`config.mk`:
```
export PLATFORM = sky130hd
export DESIGN_NAME = iso_timestamp_to_epoch_seconds_top_flat
export DESIGN_NICKNAME = d
export VERILOG_FILES = /design/src/hw/rtl/its_pkg.sv /design/src/hw/rtl/its_char_if.sv /design/src/hw/rtl/its_epoch_if.sv /design/src/hw/rtl/its_parser.sv /design/src/hw/rtl/its_convert.sv /design/src/hw/rtl/iso_timestamp_to_epoch_seconds_top.sv /design/src/flat_wrapper.sv
export SDC_FILE = /design/constraint.sdc
export NUM_CORES = 2
export LEC_CHECK = 0
export BUFFER_PORTS_ARGS = -buffer_cell sky130_fd_sc_hd__buf_2
export CELL_PAD_IN_SITES_DETAIL_PLACEMENT = 1
export CELL_PAD_IN_SITES_GLOBAL_PLACEMENT = 1
export CORE_MARGIN = 8
export CORE_UTILIZATION = 50
export CTS_BUF_LIST = sky130_fd_sc_hd__clkbuf_4
export DETAILED_ROUTE_END_ITERATION = 10
export GPL_ROUTABILITY_DRIVEN = 0
export HOLD_SLACK_MARGIN = 0.06
export PLACE_DENSITY = 0.84
export SYNTH_ARGS = -nofsm -noshare
export SYNTH_HDL_FRONTEND = slang
export SYNTH_HIERARCHICAL = 1
export SYNTH_SLANG_ARGS = --single-unit
```
`constraint.sdc`:
```
create_clock -name clk_i -period 20.7 [get_ports clk_i]
set_clock_uncertainty 0.1 [all_clocks]
set_input_delay 4.14 -clock clk_i [delete_from_list [all_inputs] [get_ports clk_i]]
set_output_delay 4.14 -clock clk_i [all_outputs]
set_load 0.02 [all_outputs]
```
`src/hw/rtl/its_pkg.sv`:
```
// its_pkg: shared types, constants and the day-of-year table of the
// timestamp to epoch converter. Depends on nothing.
`default_nettype none

package its_pkg;

  localparam int NUM_ACC    = 6;
  localparam int ACC_W      = 14;
  localparam int POS_W      = 5;
  localparam int MIN_LENGTH = 19;
  localparam int EPOCH_W    = 40;

  localparam logic [ACC_W-1:0] ACC_MAX = 14'd9999;
  localparam logic [POS_W-1:0] POS_MAX = 5'd31;

  // character offsets of year, month, day, hour, minute, second
  localparam logic [POS_W-1:0] ACC_START [NUM_ACC] = '{5'd0, 5'd5, 5'd8, 5'd11, 5'd14, 5'd17};

  localparam int ACC_YEAR   = 0;
  localparam int ACC_MONTH  = 1;
  localparam int ACC_DAY    = 2;
  localparam int ACC_HOUR   = 3;
  localparam int ACC_MINUTE = 4;
  localparam int ACC_SECOND = 5;

  typedef struct packed {
    logic [ACC_W-1:0] year;
    logic [ACC_W-1:0] month;
    logic [ACC_W-1:0] day;
    logic [ACC_W-1:0] hour;
    logic [ACC_W-1:0] minute;
    logic [ACC_W-1:0] second;
    logic             too_short;
  } its_date_t;

  // days before the first of a month, counted from march (mp = 0 is march)
  function automatic logic [8:0] doy_of(logic [3:0] mp);
    logic [8:0] res;
    case (mp)
      4'd0:    res = 9'd0;
      4'd1:    res = 9'd31;
      4'd2:    res = 9'd61;
      4'd3:    res = 9'd92;
      4'd4:    res = 9'd122;
      4'd5:    res = 9'd153;
      4'd6:    res = 9'd184;
      4'd7:    res = 9'd214;
      4'd8:    res = 9'd245;
      4'd9:    res = 9'd275;
      4'd10:   res = 9'd306;
      4'd11:   res = 9'd337;
      default: res = 9'd0;
    endcase
    return res;
  endfunction

endpackage

`default_nettype wire

```
`src/hw/rtl/its_char_if.sv`:
```
// its_char_if: input channel, one timestamp character per request.
// Depends on nothing.
`default_nettype none

interface its_char_if;
  logic       valid;
  logic       ready;
  logic [7:0] character;
  logic       final_char;

  modport source (output valid, output character, output final_char, input ready);
  modport sink   (input valid, input character, input final_char, output ready);
endinterface

`default_nettype wire

```
`src/hw/rtl/its_epoch_if.sv`:
```
// its_epoch_if: result channel, one epoch value per request.
// Depends on nothing.
`default_nettype none

interface its_epoch_if;
  logic               valid;
  logic               ready;
  logic signed [39:0] epoch_seconds;
  logic               too_short;

  modport source (output valid, output epoch_seconds, output too_short, input ready);
  modport sink   (input valid, input epoch_seconds, input too_short, output ready);
endinterface

`default_nettype wire

```
`src/hw/rtl/its_parser.sv`:
```
// its_parser: character position, six digit accumulators and the date record
// register loaded on the final character. Depends on its_pkg, its_char_if.
`default_nettype none

module its_parser
  import its_pkg::*;
(
  input  wire logic  clk_i,
  input  wire logic  rst_ni,
  its_char_if.sink   in_i,
  output its_date_t  rec_o,
  output logic       rec_valid_o,
  input  wire logic  rec_ready_i
);

  logic [POS_W-1:0] pos_q, pos_d;
  logic [ACC_W-1:0] acc_q [NUM_ACC];
  logic [ACC_W-1:0] acc_upd [NUM_ACC];
  logic [NUM_ACC-1:0] act_q, act_upd;
  logic             rec_v_q;
  its_date_t        rec_q;
  logic             in_acc;
  logic             is_digit;
  logic [3:0]       digit;
  logic [POS_W:0]   len;
  logic             short_len;

  assign in_i.ready = !rec_v_q || rec_ready_i;
  assign in_acc     = in_i.valid && in_i.ready;

  assign is_digit = (in_i.character >= 8'd48) && (in_i.character <= 8'd57);
  assign digit    = is_digit ? 4'(in_i.character - 8'd48) : 4'd0;

  always_comb begin
    logic [17:0] v;
    for (int i = 0; i < NUM_ACC; i++) begin
      v          = 18'(acc_q[i]) * 18'd10 + 18'(digit);
      acc_upd[i] = acc_q[i];
      act_upd[i] = act_q[i];
      if (pos_q == ACC_START[i]) begin
        acc_upd[i] = ACC_W'(digit);
        act_upd[i] = is_digit;
      end else if (pos_q > ACC_START[i] && act_q[i]) begin
        if (is_digit) begin
          acc_upd[i] = (v > 18'(ACC_MAX)) ? ACC_MAX : v[ACC_W-1:0];
        end else begin
          act_upd[i] = 1'b0;
        end
      end
    end
  end

  assign len       = {1'b0, pos_q} + 6'd1;
  assign pos_d     = (pos_q == POS_MAX) ? POS_MAX : len[POS_W-1:0];
  assign short_len = len < 6'(MIN_LENGTH);

  always_ff @(posedge clk_i or negedge rst_ni) begin
    if (!rst_ni) begin
      pos_q   <= '0;
      act_q   <= '0;
      rec_v_q <= 1'b0;
      for (int i = 0; i < NUM_ACC; i++) acc_q[i] <= '0;
    end else begin
      if (in_acc) begin
        if (in_i.final_char) begin
          pos_q <= '0;
          act_q <= '0;
          for (int i = 0; i < NUM_ACC; i++) acc_q[i] <= '0;
        end else begin
          pos_q <= pos_d;
          act_q <= act_upd;
          for (int i = 0; i < NUM_ACC; i++) acc_q[i] <= acc_upd[i];
        end
      end
      if (in_acc && in_i.final_char) begin
        rec_v_q <= 1'b1;
      end else if (rec_ready_i) begin
        rec_v_q <= 1'b0;
      end
    end
  end

  always_ff @(posedge clk_i) begin
    if (in_acc && in_i.final_char) begin
      rec_q.year      <= acc_upd[ACC_YEAR];
      rec_q.month     <= acc_upd[ACC_MONTH];
      rec_q.day       <= acc_upd[ACC_DAY];
      rec_q.hour      <= acc_upd[ACC_HOUR];
      rec_q.minute    <= acc_upd[ACC_MINUTE];
      rec_q.second    <= acc_upd[ACC_SECOND];
      rec_q.too_short <= short_len;
    end
  end

  assign rec_o       = rec_q;
  assign rec_valid_o = rec_v_q;

`ifndef SYNTH
  a_final_clears: assert property (@(posedge clk_i) disable iff (!rst_ni)
    in_acc && in_i.final_char |=> pos_q == '0 && act_q == '0)
    else $error("state not cleared after final character");

  a_pos_step: assert property (@(posedge clk_i) disable iff (!rst_ni)
    in_acc && !in_i.final_char && pos_q != POS_MAX |=> pos_q == $past(pos_q) + 5'd1)
    else $error("character position did not advance");

  a_acc_sat: assert property (@(posedge clk_i) disable iff (!rst_ni)
    acc_q[0] <= ACC_MAX && acc_q[1] <= ACC_MAX && acc_q[2] <= ACC_MAX &&
    acc_q[3] <= ACC_MAX && acc_q[4] <= ACC_MAX && acc_q[5] <= ACC_MAX)
    else $error("accumulator above saturation limit");

  a_rec_source: assert property (@(posedge clk_i) disable iff (!rst_ni)
    $rose(rec_v_q) |-> $past(in_acc && in_i.final_char))
    else $error("date record without final character");
`endif

endmodule

`default_nettype wire

```
`src/hw/rtl/its_convert.sv`:
```
// its_convert: eight-stage pipeline from a date record to epoch seconds,
// ending in the result register. Depends on its_pkg, its_epoch_if.
`default_nettype none

module its_convert
  import its_pkg::*;
(
  input  wire logic  clk_i,
  input  wire logic  rst_ni,
  input  its_date_t  rec_i,
  input  wire logic  rec_valid_i,
  output logic       rec_ready_o,
  its_epoch_if.source out_o
);

  localparam int NumStages = 8;

  typedef struct packed {
    logic             mzero;
    logic [ACC_W-1:0] x;
    logic [9:0]       q;
    logic [ACC_W-1:0] y;
    logic [ACC_W-1:0] d;
    logic [25:0]      hp;
    logic [19:0]      ms;
    logic             too_short;
  } st1_t;

  typedef struct packed {
    logic [14:0]      yy;
    logic [3:0]       mp;
    logic [ACC_W-1:0] d;
    logic [25:0]      hms;
    logic             too_short;
  } st2_t;

  typedef struct packed {
    logic [14:0]      yy;
    logic [5:0]       era;
    logic [8:0]       doy;
    logic [ACC_W-1:0] d;
    logic [25:0]      hms;
    logic             too_short;
  } st3_t;

  typedef struct packed {
    logic [8:0]       yoe;
    logic [5:0]       era;
    logic [8:0]       doy;
    logic [ACC_W-1:0] d;
    logic [25:0]      hms;
    logic             too_short;
  } st4_t;

  typedef struct packed {
    logic [17:0]      doe;
    logic [5:0]       era;
    logic [ACC_W-1:0] d;
    logic [25:0]      hms;
    logic             too_short;
  } st5_t;

  typedef struct packed {
    logic [23:0] days;
    logic [25:0] hms;
    logic        too_short;
  } st6_t;

  typedef struct packed {
    logic [EPOCH_W-1:0] prod;
    logic [25:0]        hms;
    logic               too_short;
  } st7_t;

  typedef struct packed {
    logic [EPOCH_W-1:0] epoch;
    logic               too_short;
  } st8_t;

  logic [NumStages-1:0] v_q, rdy, vin, ld;
  st1_t st1_q, st1_d;
  st2_t st2_q, st2_d;
  st3_t st3_q, st3_d;
  st4_t st4_q, st4_d;
  st5_t st5_q, st5_d;
  st6_t st6_q, st6_d;
  st7_t st7_q, st7_d;
  st8_t st8_q, st8_d;

  // bubble-collapsing ready chain
  always_comb begin
    rdy[NumStages-1] = !v_q[NumStages-1] || out_o.ready;
    for (int k = NumStages - 2; k >= 0; k--) begin
      rdy[k] = !v_q[k] || rdy[k+1];
    end
  end

  assign vin         = {v_q[NumStages-2:0], rec_valid_i};
  assign ld          = rdy & vin;
  assign rec_ready_o = rdy[0];

  always_ff @(posedge clk_i or negedge rst_ni) begin
    if (!rst_ni) begin
      v_q <= '0;
    end else begin
      for (int k = 0; k < NumStages; k++) begin
        if (rdy[k]) v_q[k] <= vin[k];
      end
    end
  end

  // month - 1 split into year carry and month index; x / 12 by reciprocal
  always_comb begin
    logic [30:0] qprod;
    st1_d.mzero     = rec_i.month == '0;
    st1_d.x         = rec_i.month - 14'd1;
    qprod           = 31'(st1_d.x) * 31'd43691;
    st1_d.q         = qprod[28:19];
    st1_d.y         = rec_i.year;
    st1_d.d         = rec_i.day;
    st1_d.hp        = 26'(rec_i.hour) * 26'd3600;
    st1_d.ms        = 20'(rec_i.minute) * 20'd60 + 20'(rec_i.second);
    st1_d.too_short = rec_i.too_short;
  end

  // month zero is december of the previous year
  always_comb begin
    logic [ACC_W-1:0] r14;
    logic [3:0]       r;
    logic             low;
    r14   = st1_q.x - 14'(st1_q.q) * 14'd12;
    r     = st1_q.mzero ? 4'd11 : r14[3:0];
    low   = !st1_q.mzero && (r <= 4'd1);
    st2_d.yy = 15'($signed({1'b0, st1_q.y})
             + (st1_q.mzero ? -15'sd1 : $signed({5'b0, st1_q.q}))
             - (low ? 15'sd1 : 15'sd0));
    st2_d.mp        = (r >= 4'd2) ? r - 4'd2 : r + 4'd10;
    st2_d.d         = st1_q.d;
    st2_d.hms       = st1_q.hp + 26'(st1_q.ms);
    st2_d.too_short = st1_q.too_short;
  end

  // era = floor(yy / 400); yy never drops below -1
  always_comb begin
    logic [26:0] eprod;
    eprod = 27'(st2_q.yy[13:0]) * 27'd5243;
    st3_d.era       = st2_q.yy[14] ? 6'b111111 : {1'b0, eprod[25:21]};
    st3_d.yy        = st2_q.yy;
    st3_d.doy       = doy_of(st2_q.mp);
    st3_d.d         = st2_q.d;
    st3_d.hms       = st2_q.hms;
    st3_d.too_short = st2_q.too_short;
  end

  always_comb begin
    logic [14:0] yoe15;
    yoe15 = 15'($signed(st3_q.yy) - $signed({{9{st3_q.era[5]}}, st3_q.era}) * 15'sd400);
    st4_d.yoe       = yoe15[8:0];
    st4_d.era       = st3_q.era;
    st4_d.doy       = st3_q.doy;
    st4_d.d         = st3_q.d;
    st4_d.hms       = st3_q.hms;
    st4_d.too_short = st3_q.too_short;
  end

  always_comb begin
    logic [14:0] cprod;
    cprod = 15'(st4_q.yoe) * 15'd41;
    st5_d.doe = 18'(st4_q.yoe) * 18'd365 + 18'(st4_q.yoe[8:2]) + 18'(st4_q.doy)
              - 18'(cprod[13:12]);
    st5_d.era       = st4_q.era;
    st5_d.d         = st4_q.d;
    st5_d.hms       = st4_q.hms;
    st5_d.too_short = st4_q.too_short;
  end

  always_comb begin
    st6_d.days = 24'($signed({{18{st5_q.era[5]}}, st5_q.era}) * 24'sd146097
               + $signed({6'b0, st5_q.doe}) + $signed({10'b0, st5_q.d})
               - 24'sd719469);
    st6_d.hms       = st5_q.hms;
    st6_d.too_short = st5_q.too_short;
  end

  always_comb begin
    st7_d.prod      = EPOCH_W'($signed({{16{st6_q.days[23]}}, st6_q.days}) * 40'sd86400);
    st7_d.hms       = st6_q.hms;
    st7_d.too_short = st6_q.too_short;
  end

  always_comb begin
    st8_d.epoch     = st7_q.too_short ? '0 : st7_q.prod + {14'b0, st7_q.hms};
    st8_d.too_short = st7_q.too_short;
  end

  always_ff @(posedge clk_i) begin
    if (ld[0]) st1_q <= st1_d;
    if (ld[1]) st2_q <= st2_d;
    if (ld[2]) st3_q <= st3_d;
    if (ld[3]) st4_q <= st4_d;
    if (ld[4]) st5_q <= st5_d;
    if (ld[5]) st6_q <= st6_d;
    if (ld[6]) st7_q <= st7_d;
    if (ld[7]) st8_q <= st8_d;
  end

  assign out_o.valid         = v_q[NumStages-1];
  assign out_o.epoch_seconds = $signed(st8_q.epoch);
  assign out_o.too_short     = st8_q.too_short;

`ifndef SYNTH
  a_carry_range: assert property (@(posedge clk_i) disable iff (!rst_ni)
    v_q[0] |-> st1_q.q <= 10'd833)
    else $error("month carry out of range");

  a_year_floor: assert property (@(posedge clk_i) disable iff (!rst_ni)
    v_q[1] |-> $signed(st2_q.yy) >= -15'sd1 && st2_q.mp <= 4'd11)
    else $error("shifted year or month index out of range");

  a_yoe_range: assert property (@(posedge clk_i) disable iff (!rst_ni)
    v_q[3] |-> st4_q.yoe < 9'd400)
    else $error("year of era out of range");

  a_doe_range: assert property (@(posedge clk_i) disable iff (!rst_ni)
    v_q[4] |-> st5_q.doe < 18'd146097)
    else $error("day of era out of range");
`endif

endmodule

`default_nettype wire

```
`src/hw/rtl/iso_timestamp_to_epoch_seconds_top.sv`:
```
// Timestamp string to epoch seconds: one character per cycle, sustained.
// A result reaches the output register after its final character is accepted,
// passing the date record register and the eight-stage conversion pipeline.
// Throughput is one character per cycle; a full output only stalls the input
// once the date record register and every pipeline stage hold a result.
// Asynchronous active-low reset clears position, accumulators and all valids.
`default_nettype none

module iso_timestamp_to_epoch_seconds_top
  import its_pkg::*;
(
  input  wire logic   clk_i,
  input  wire logic   rst_ni,
  its_char_if.sink    in_i,
  its_epoch_if.source out_o
);

  its_date_t rec;
  logic      rec_valid;
  logic      rec_ready;

  its_parser u_parser (
    .clk_i       (clk_i),
    .rst_ni      (rst_ni),
    .in_i        (in_i),
    .rec_o       (rec),
    .rec_valid_o (rec_valid),
    .rec_ready_i (rec_ready)
  );

  its_convert u_convert (
    .clk_i       (clk_i),
    .rst_ni      (rst_ni),
    .rec_i       (rec),
    .rec_valid_i (rec_valid),
    .rec_ready_o (rec_ready),
    .out_o       (out_o)
  );

endmodule

`default_nettype wire
```
`src/flat_wrapper.sv`:
```
// flat-port wrapper written by rule: the top's interface ports become plain ports
module iso_timestamp_to_epoch_seconds_top_flat import its_pkg::*;
  (clk_i, rst_ni, in_i_valid, in_i_character, in_i_final_char, in_i_ready, out_o_valid, out_o_epoch_seconds, out_o_too_short, out_o_ready);
  its_char_if in_i_i ();
  its_epoch_if out_o_i ();
  input  wire logic clk_i;
  input  wire logic rst_ni;
  input wire logic [$bits(in_i_i.valid)-1:0] in_i_valid;
  input wire logic [$bits(in_i_i.character)-1:0] in_i_character;
  input wire logic [$bits(in_i_i.final_char)-1:0] in_i_final_char;
  output wire logic [$bits(in_i_i.ready)-1:0] in_i_ready;
  output wire logic [$bits(out_o_i.valid)-1:0] out_o_valid;
  output wire logic [$bits(out_o_i.epoch_seconds)-1:0] out_o_epoch_seconds;
  output wire logic [$bits(out_o_i.too_short)-1:0] out_o_too_short;
  input wire logic [$bits(out_o_i.ready)-1:0] out_o_ready;
  assign in_i_i.valid = in_i_valid;
  assign in_i_i.character = in_i_character;
  assign in_i_i.final_char = in_i_final_char;
  assign in_i_ready = in_i_i.ready;
  assign out_o_valid = out_o_i.valid;
  assign out_o_epoch_seconds = out_o_i.epoch_seconds;
  assign out_o_too_short = out_o_i.too_short;
  assign out_o_i.ready = out_o_ready;
  iso_timestamp_to_epoch_seconds_top u_core (.clk_i(clk_i), .rst_ni(rst_ni), .in_i(in_i_i), .out_o(out_o_i));
endmodule
```
==> impl_metrics.env <==
export IMPL_ys_flop_type="edfxtp_1"
export IMPL_yosysMostFrequentCell="ha_1"
export IMPL_finalSetupTns_ns=0
export IMPL_grt_pass1_vias=43953
export IMPL_synth_top_cell_area_share_pct=32.2
export IMPL_cts_setup_buffers=0
export IMPL_h_tree_depth=4
export IMPL_area_growth_pct=7.94
export IMPL_ios=56
export IMPL_clkSinkCount=682
export IMPL_die_y_um=344
export IMPL_min_period_ns=10.90
export IMPL_ctsLongestPathBuffers=3
export IMPL_synthTopCellsByArea="edfxtp_1 (32%), ha_1 (18%), fa_1 (12%)"
export IMPL_cts_clk_slew_worst_paths_ns=0.09
export IMPL_synth_yosys_seq_area_share_pct=37.0
export IMPL_via_per_inst=5.90
export IMPL_first_pass_iters=7
export IMPL_port_buffers=55
export IMPL_hold_path_class="flop to flop"
export IMPL_async_flop_share_pct=15.2
export IMPL_nets=6174
export IMPL_fp_dieArea_mm2=0.119
export IMPL_slew_headroom_pct=11.6
export IMPL_final_hold_viol_count=0
export IMPL_cts_tree="done"
export IMPL_yosys_warnings=6
export IMPL_numCtsBuffers=181
export IMPL_rsz0062_at_grt="false"
export IMPL_fp_dieW_um=344
export IMPL_grt_pass1_wl_um=237000
export IMPL_cap_violations=0
export IMPL_route_final_wire_length_um=149000
export IMPL_max_freq_ghz=0.0917
export IMPL_setup_viol=0
export IMPL_postRouteAntennaNets=0
export IMPL_fp_coreArea_mm2=0.107
export IMPL_grt_max_degree=87
export IMPL_drive_above_1_share_pct=9.15
export IMPL_yosysTopAreaCell="edfxtp_1"
export IMPL_first_iter_violations=2261
export IMPL_syn_area_mm2=0.0540
export IMPL_synth_edf_count=578
export IMPL_startpoint_type="input pin"
export IMPL_cts_root_buf="clkbuf_4"
export IMPL_antenna_found_initial=2
export IMPL_synth_commonest_cells="ha_1 (792), inv_1 (723), edfxtp_1 (578)"
export IMPL_timing_final_crit_share_pct=52.7
export IMPL_ys_seq_elements=682
export IMPL_netlist_instances=4847
export IMPL_clk_latency_ns=1.09
export IMPL_critPathCaptureType="output pin"
export IMPL_dpl_hpwl_um=108000
export IMPL_ctsHoldBuffers=0
export IMPL_crit_type="input pin to output pin"
export IMPL_syn_num_nets=5988
export IMPL_crit_fanout=5
export IMPL_post_route_drc_count=0
export IMPL_grt_overflow=0
export IMPL_grt_usage_pct=25.0
export IMPL_initial_core_util_pct=50.4
export IMPL_vias=38859
export IMPL_cp_required_ns=16.46
export IMPL_status="finished, final reports clean"
export IMPL_worst_slew_pin_slew_ns=1.32
export IMPL_cts_resized=0
export IMPL_worst_ep_arrival_time_ns=6.66
export IMPL_avgSynthCellArea_um2=11.1
export IMPL_routedWlPerCell_um=22.6
export IMPL_synth_distinct_cells=116
export IMPL_std_cell_rows=120
export IMPL_final_max_slew_viol_count=0
## metrics by stage
stage                     hold slack, ns  util, %  worst slack, ns  cells  cell area, um^2
after floorplan                    0.300        -            11.27   4847            54000
after global placement             0.300     52.2            10.10   6253            55900
after detailed placement           0.306     52.2             9.90   6253            55900
after CTS                          0.278     54.4             9.85   6582            58200
after global routing               0.301     54.4             9.55   6586            58200
final                              0.275     54.4             9.80   6586            58200
## state kept, by name (all words and copies together) (netlist names)
signal	count
u_core/u_convert/st4_q	65
u_core/u_convert/st6_q	51
u_core/u_convert/st2_q	60
u_core/u_convert/st1_q	86
u_core/u_convert/st3_q	65
u_core/u_convert/out_o.epoch_seconds	40
u_core/u_parser/acc_q	84
u_core/u_convert/st5_q	65
u_core/u_parser/rec_o	85
u_core/u_parser/pos_q	5
u_core/u_parser/act_q	6
u_core/u_parser/rec_valid_o	1
u_core/u_convert/st7_q	60
u_core/u_convert/out_o.too_short	1
u_core/u_convert/v_q	8
## worst paths after layout
| path | cells after the start | end | startpoint | slack [ns] |
|---|---|---|---|---|
| worst max-delay path | 9 | in_i_ready | out_o_ready | 9.80 |
| worst min-delay path | 0 | u_core/u_convert/st4_q[48] | u_core/u_convert/st3_q[48] | 0.28 |
| worst max register to register | 28 | u_core/u_convert/st1_q[84] | u_core/u_parser/rec_o[57] | 12.22 |
| worst min register to register | 0 | u_core/u_convert/st4_q[48] | u_core/u_convert/st3_q[48] | 0.28 |
| max in group asynchronous | 2 | u_core/u_parser/acc_q[22] | rst_ni | 16.06 |
| min in group asynchronous | 1 | u_core/u_parser/acc_q[71] | rst_ni | 3.13 |
## cell type report
type	count	area, um^2
timing repair buffer	76	435
tap	1403	1760
antenna	4	10.0
inverter	724	2720
sequential	682	20000
clock buffer	262	1970
fill	11493	48800
multi-input combinational	3368	31000
clock inverter	67	398
## layout by cell type, fill, tap and decap left out, types with 32 or more instances in the layout
master and count:
nand2_1 203, a22o_1 32, a31oi_1 35, nand3_1 89, dfrtp_1 104, a211oi_1 39
ha_1 792, nor2_1 257, nor2b_1 50, a21oi_1 210, clkinv_1 43, xor2_1 95
a21o_1 76, xnor2_1 214, inv_1 722, o21a_1 41, clkbuf_4 262, nand2b_1 42
fa_1 336, edfxtp_1 578, nor3_1 77, o31ai_1 35, o21ai_0 188, buf_2 54
and3_1 40
## cell families (layout without fill, tap and decap cells)
| group | Yosys count | count (layout) | synth area share, % |
|---|---|---|---|
| DFF | 682 | 682 | 37.0 |
| buffers and inverters | 797 | 1129 | 5.64 |
| and+or+nand+nor | 969 | 969 | 9.12 |
| xor gates and xnor gates | 310 | 310 | 5.05 |
| other | 0 | 4 | 0 |
| adders and majority gates | 1128 | 1128 | 30.8 |
| AOI/OAI and AO/OA | 944 | 944 | 12.0 |
| muxes | 17 | 17 | 0.339 |
## per-layer routing
metal / part of all wire, % / global-route usage, % / vias up
li1: - / - / 17643
met1: 39 / 28.2 / 19580
met2: 53 / 46.5 / 1219
met3: 4.5 / 3.99 / 417
met4: 4.2 / 10.8 / 0
met5: 0 / 0 / -
## worst max-delay path, stage by stage
cell and delay [ns]:
buf_2 0.10, nor2b_1 0.49, nand3_1 0.19, nor2_1 0.52, nand3_1 0.28, inv_1 0.15
nand3_1 0.17, nand2b_1 0.33, buf_2 0.26
Power is not shown: default switching activity piles up to over one toggle a cycle in this logic, so the estimate is an artifact.
